File: src/hdl/utcmjd_mul.sv
// Pipelined unsigned multiplier, split into 32x32 partial products.
// Two register stages; keeps the low PW bits of the product. No dependencies.
module utcmjd_mul #(
  parameter int AW = 32,
  parameter int BW = 32,
  parameter int PW = 64
) (
  input  logic          clk,
  input  logic          en,
  input  logic [AW-1:0] a,
  input  logic [BW-1:0] b,
  output logic [PW-1:0] p
);

  localparam int NA = (AW + 31) / 32;
  localparam int NB = (BW + 31) / 32;
  localparam int SW = (NA + NB) * 32;

  logic [NA*32-1:0] ap;
  logic [NB*32-1:0] bp;
  logic [63:0]      pp [NA*NB];
  logic [SW-1:0]    acc;

  assign ap = (NA*32)'(a);
  assign bp = (NB*32)'(b);

  always_ff @(posedge clk) begin
    if (en) begin
      for (int i = 0; i < NA; i++) begin
        for (int j = 0; j < NB; j++) begin
          pp[i*NB+j] <= 64'(ap[i*32 +: 32]) * 64'(bp[j*32 +: 32]);
        end
      end
    end
  end

  always_comb begin
    acc = '0;
    for (int i = 0; i < NA; i++) begin
      for (int j = 0; j < NB; j++) begin
        acc = acc + (SW'(pp[i*NB+j]) << (32*(i+j)));
      end
    end
  end

  always_ff @(posedge clk) begin
    if (en) begin
      p <= acc[PW-1:0];
    end
  end

endmodule

File: config.mk
export PLATFORM = sky130hd
export DESIGN_NAME = utcmjd_mul
export DESIGN_NICKNAME = d
export VERILOG_FILES = /design/src/hdl/utcmjd_mul.sv
export SDC_FILE = /design/constraint.sdc
export NUM_CORES = 2
export LEC_CHECK = 0
export BUFFER_PORTS_ARGS = -buffer_cell sky130_fd_sc_hd__buf_2
export CORE_UTILIZATION = 54
export DETAILED_ROUTE_END_ITERATION = 10
export PLACE_DENSITY_LB_ADDON = 0.25
export SYNTH_ARGS = -nofsm -noshare
export SYNTH_HDL_FRONTEND = slang
export SYNTH_SLANG_ARGS = --single-unit
File: constraint.sdc
create_clock -name clk -period 16.4 [get_ports clk]
set_input_delay 0.82 -clock clk [delete_from_list [all_inputs] [get_ports clk]]
set_output_delay 0.82 -clock clk [all_outputs]
set_load 0.1 [all_outputs]
==> flow_summary.yaml <==
status:
  outcome: "complete, no violations"
synth:
  synthCells: 3791
  yosysTopAreaCell: "fa_1"
  synth_async_sr_flop_share: 0
  synth.area.top_cells: "fa_1, edfxtp_1, and2_1, ha_1, inv_1"
  yosysWarnings: 0
  syn-num-nets: 5016
  ys_seq_area_frac: 0.1036
  synth_top_area_frac: 0.4835
  synth_edf_count: 128
  synth-main-ff-cell: "edfxtp_1"
  synth_area_um2: 37100
  ys_seq_elements: 128
  syn_avg_cell_area_um2: 9.786
  yosysUniqueCellTypes: 71
setup_path:
  critical_path_class: "in -> reg"
  worst_ep_required_time_ps: 16570
  cpPeakStageDelay_ps: 810
  cp-end-kind: "flip-flop"
  critical_path_arrival_ps: 9020
  path_common_cell: "fa_1"
  cp_max_fo: 32
  cp_cell_sequence: "buf_2 > nand2_1 > fa_1 > fa_1 > inv_1 > fa_1 > fa_1 > fa_1 > fa_1 > fa_1 > inv_1 > fa_1 > inv_1 > ha_1 > and3_1 > and3_2 > and2_4 > a2111o_1 > a32oi_1 > a31oi_1 > a221o_1 > a221oi_1 > o21ai_1 > xor2_1"
  startpoint_type: "input pin"
  critPathSlowestCell: "buf_2"
  r2r_slack_ps: 15730
routing:
  vias: 25500
  ant_nets: 0
  vias_per_cell: 5.509
  drc: 0
  routed_wl_um: 98100
  drtIter0Drc: 1756
  firstDrtPassIters: 5
  wl_per_cell_um: 21.20
sta:
  rsz0062_at_grt: "no"
  slew_headroom: 0.2741
  timing.hold.ws_ps: 411.4
  report.final.setup_viol: 0
  fmax_mhz: 113.0
  drv_slew: 0
  fin_setup_tns_ps: 0
  fin_crit_sh: 0.5395
  worstMarginPinSlew_ps: 1089
  finalCriticalPeriod_ps: 8848
  hold_viol: 0
  finalClockSkew_ps: 6.713
global_route:
  grt_pass1_vias: 27950
  grt_use_total: 0.2964
  grt_max_degree: 75
  grt_pass1_wl_um: 156500
  gr-total-overflow: 0
  antenna_found_initial: 4
cts:
  ctsResizeCount: 0
  clk_pin_slew_ps: 70
  clock-root-buffer: "clkbuf_16"
  ctsHoldBuffers: 0
  cts_tree: "done"
  cts.sinks: 128
  cts_buffer_depth: 2
  insertion_delay_ps: 430
  numCtsBuffers: 17
  cts_max_level: 4
  cts_setup_buffers: 0
floorplan:
  die_area_um2: 69750
  initial_core_util: 0.5495
  core_um2: 67510
  io_pins: 130
  num_rows: 95
  fp.dieW_um: 264.1
  die_h_um: 264.1
placement:
  io_buffers: 129
  dpl.cell_count: 4595
  place_area_um2: 38070
  gp_congestion: 0.8967
  dp_hpwl_um: 71470
run:
  cap_violations: 0
cells_and_area:
  final_cells: 4628
  final_cell_area_um2: 38690
  area_delta_synth_final_pct: 4.283
  n_fill_cell: 5954
  drive_gt1_frac: 0.05221
  final_nets: 4966
worst_hold_path:
  hold_path.class: "reg -> reg"
-- critical path, delay by kind of cell --
family	cells	cell delay, ps
XOR/XNOR	1	150
buffers and inverters	4	970
AND/OR/NAND/NOR	4	740
AO/OA/AOI/OAI	6	1960
adder cells (fa/ha/maj)	9	4370
-- final cells by class --
type	instances	area, um2	area share
tap	873	1092	0.02823
timing repair buffer	145	768.2	0.01986
sequential	128	3844	0.09935
multi-input combinational	2588	29130	0.7530
inverter	861	3232	0.08354
antenna	1	2.502	0.00006468
clock inverter	15	191.4	0.004948
clock buffer	17	425.4	0.01100
-- cells in the final DEF, fill, tap and decap left out, drive strengths merged, types with 18 or more instances in the layout --
master    n
buf     145
nor2     31
o21ai    40
nand2   473
a21o     34
xor2     27
xnor2    35
edfxtp  128
a21oi    66
fa      896
ha      263
inv     870
and2    601
nand4    18
-- cells in the mapped netlist (18+ instances only) --
cell / count
fa_1: 896
xnor2_1: 35
and2_1: 599
xor2_1: 27
o21ai_0: 36
inv_1: 861
edfxtp_1: 128
nand2_1: 473
nand4_1: 18
nor2_1: 31
a21oi_1: 65
a21o_1: 32
ha_1: 263
clkbuf_1: 204
-- cell families (layout without fill, tap and decap cells) --
family | Yosys count | in the layout | synth area share
adders and majority gates | 1159 | 1159 | 0.5722
xor gates and xnor gates | 62 | 62 | 0.01464
buffers and inverters | 1075 | 1038 | 0.1111
muxes | 1 | 1 | 0.0002698
AOI/OAI and AO/OA | 202 | 202 | 0.03582
DFF | 128 | 128 | 0.1036
and+or+nand+nor | 1164 | 1164 | 0.1624
other | 0 | 1 | 0
-- worst paths after layout --
check                                         start                  end  cells past startpoint
worst min register to register  pp[0][53]$_DFFE_PP_      p[53]$_DFFE_PP_                      0
worst min-delay path            pp[0][53]$_DFFE_PP_      p[53]$_DFFE_PP_                      0
worst max-delay path                          b[19]  pp[0][60]$_DFFE_PP_                     24
worst max register to register  pp[0][56]$_DFFE_PP_      p[56]$_DFFE_PP_                      0
-- routing by layer --
metal | track usage | share of wire | vias up
met3 | 0.03496 | 0.063 | 267
met4 | 0.1400 | 0.056 | 0
met1 | 0.3691 | 0.37 | 13280
met2 | 0.5155 | 0.51 | 970
met5 | 0 | 0 | -
li1 | - | - | 10970
-- flip-flops by register name, summed over array words and instances, names as in the netlist --
signal  flops
p          64
pp         64
-- per-stage QoR --
step / setup WS [ps] / utilization
final: 7552 / 0.5730
after global routing: 7226 / 0.5730
after CTS: 7627 / 0.5730
after detailed placement: 7190 / 0.5639
after global placement: 7278 / 0.5639
after floorplan: 8259 / -
Power is left out: the tool's default activity adds up to more than one toggle a clock period on the data nets, which glitch-free logic cannot reach.
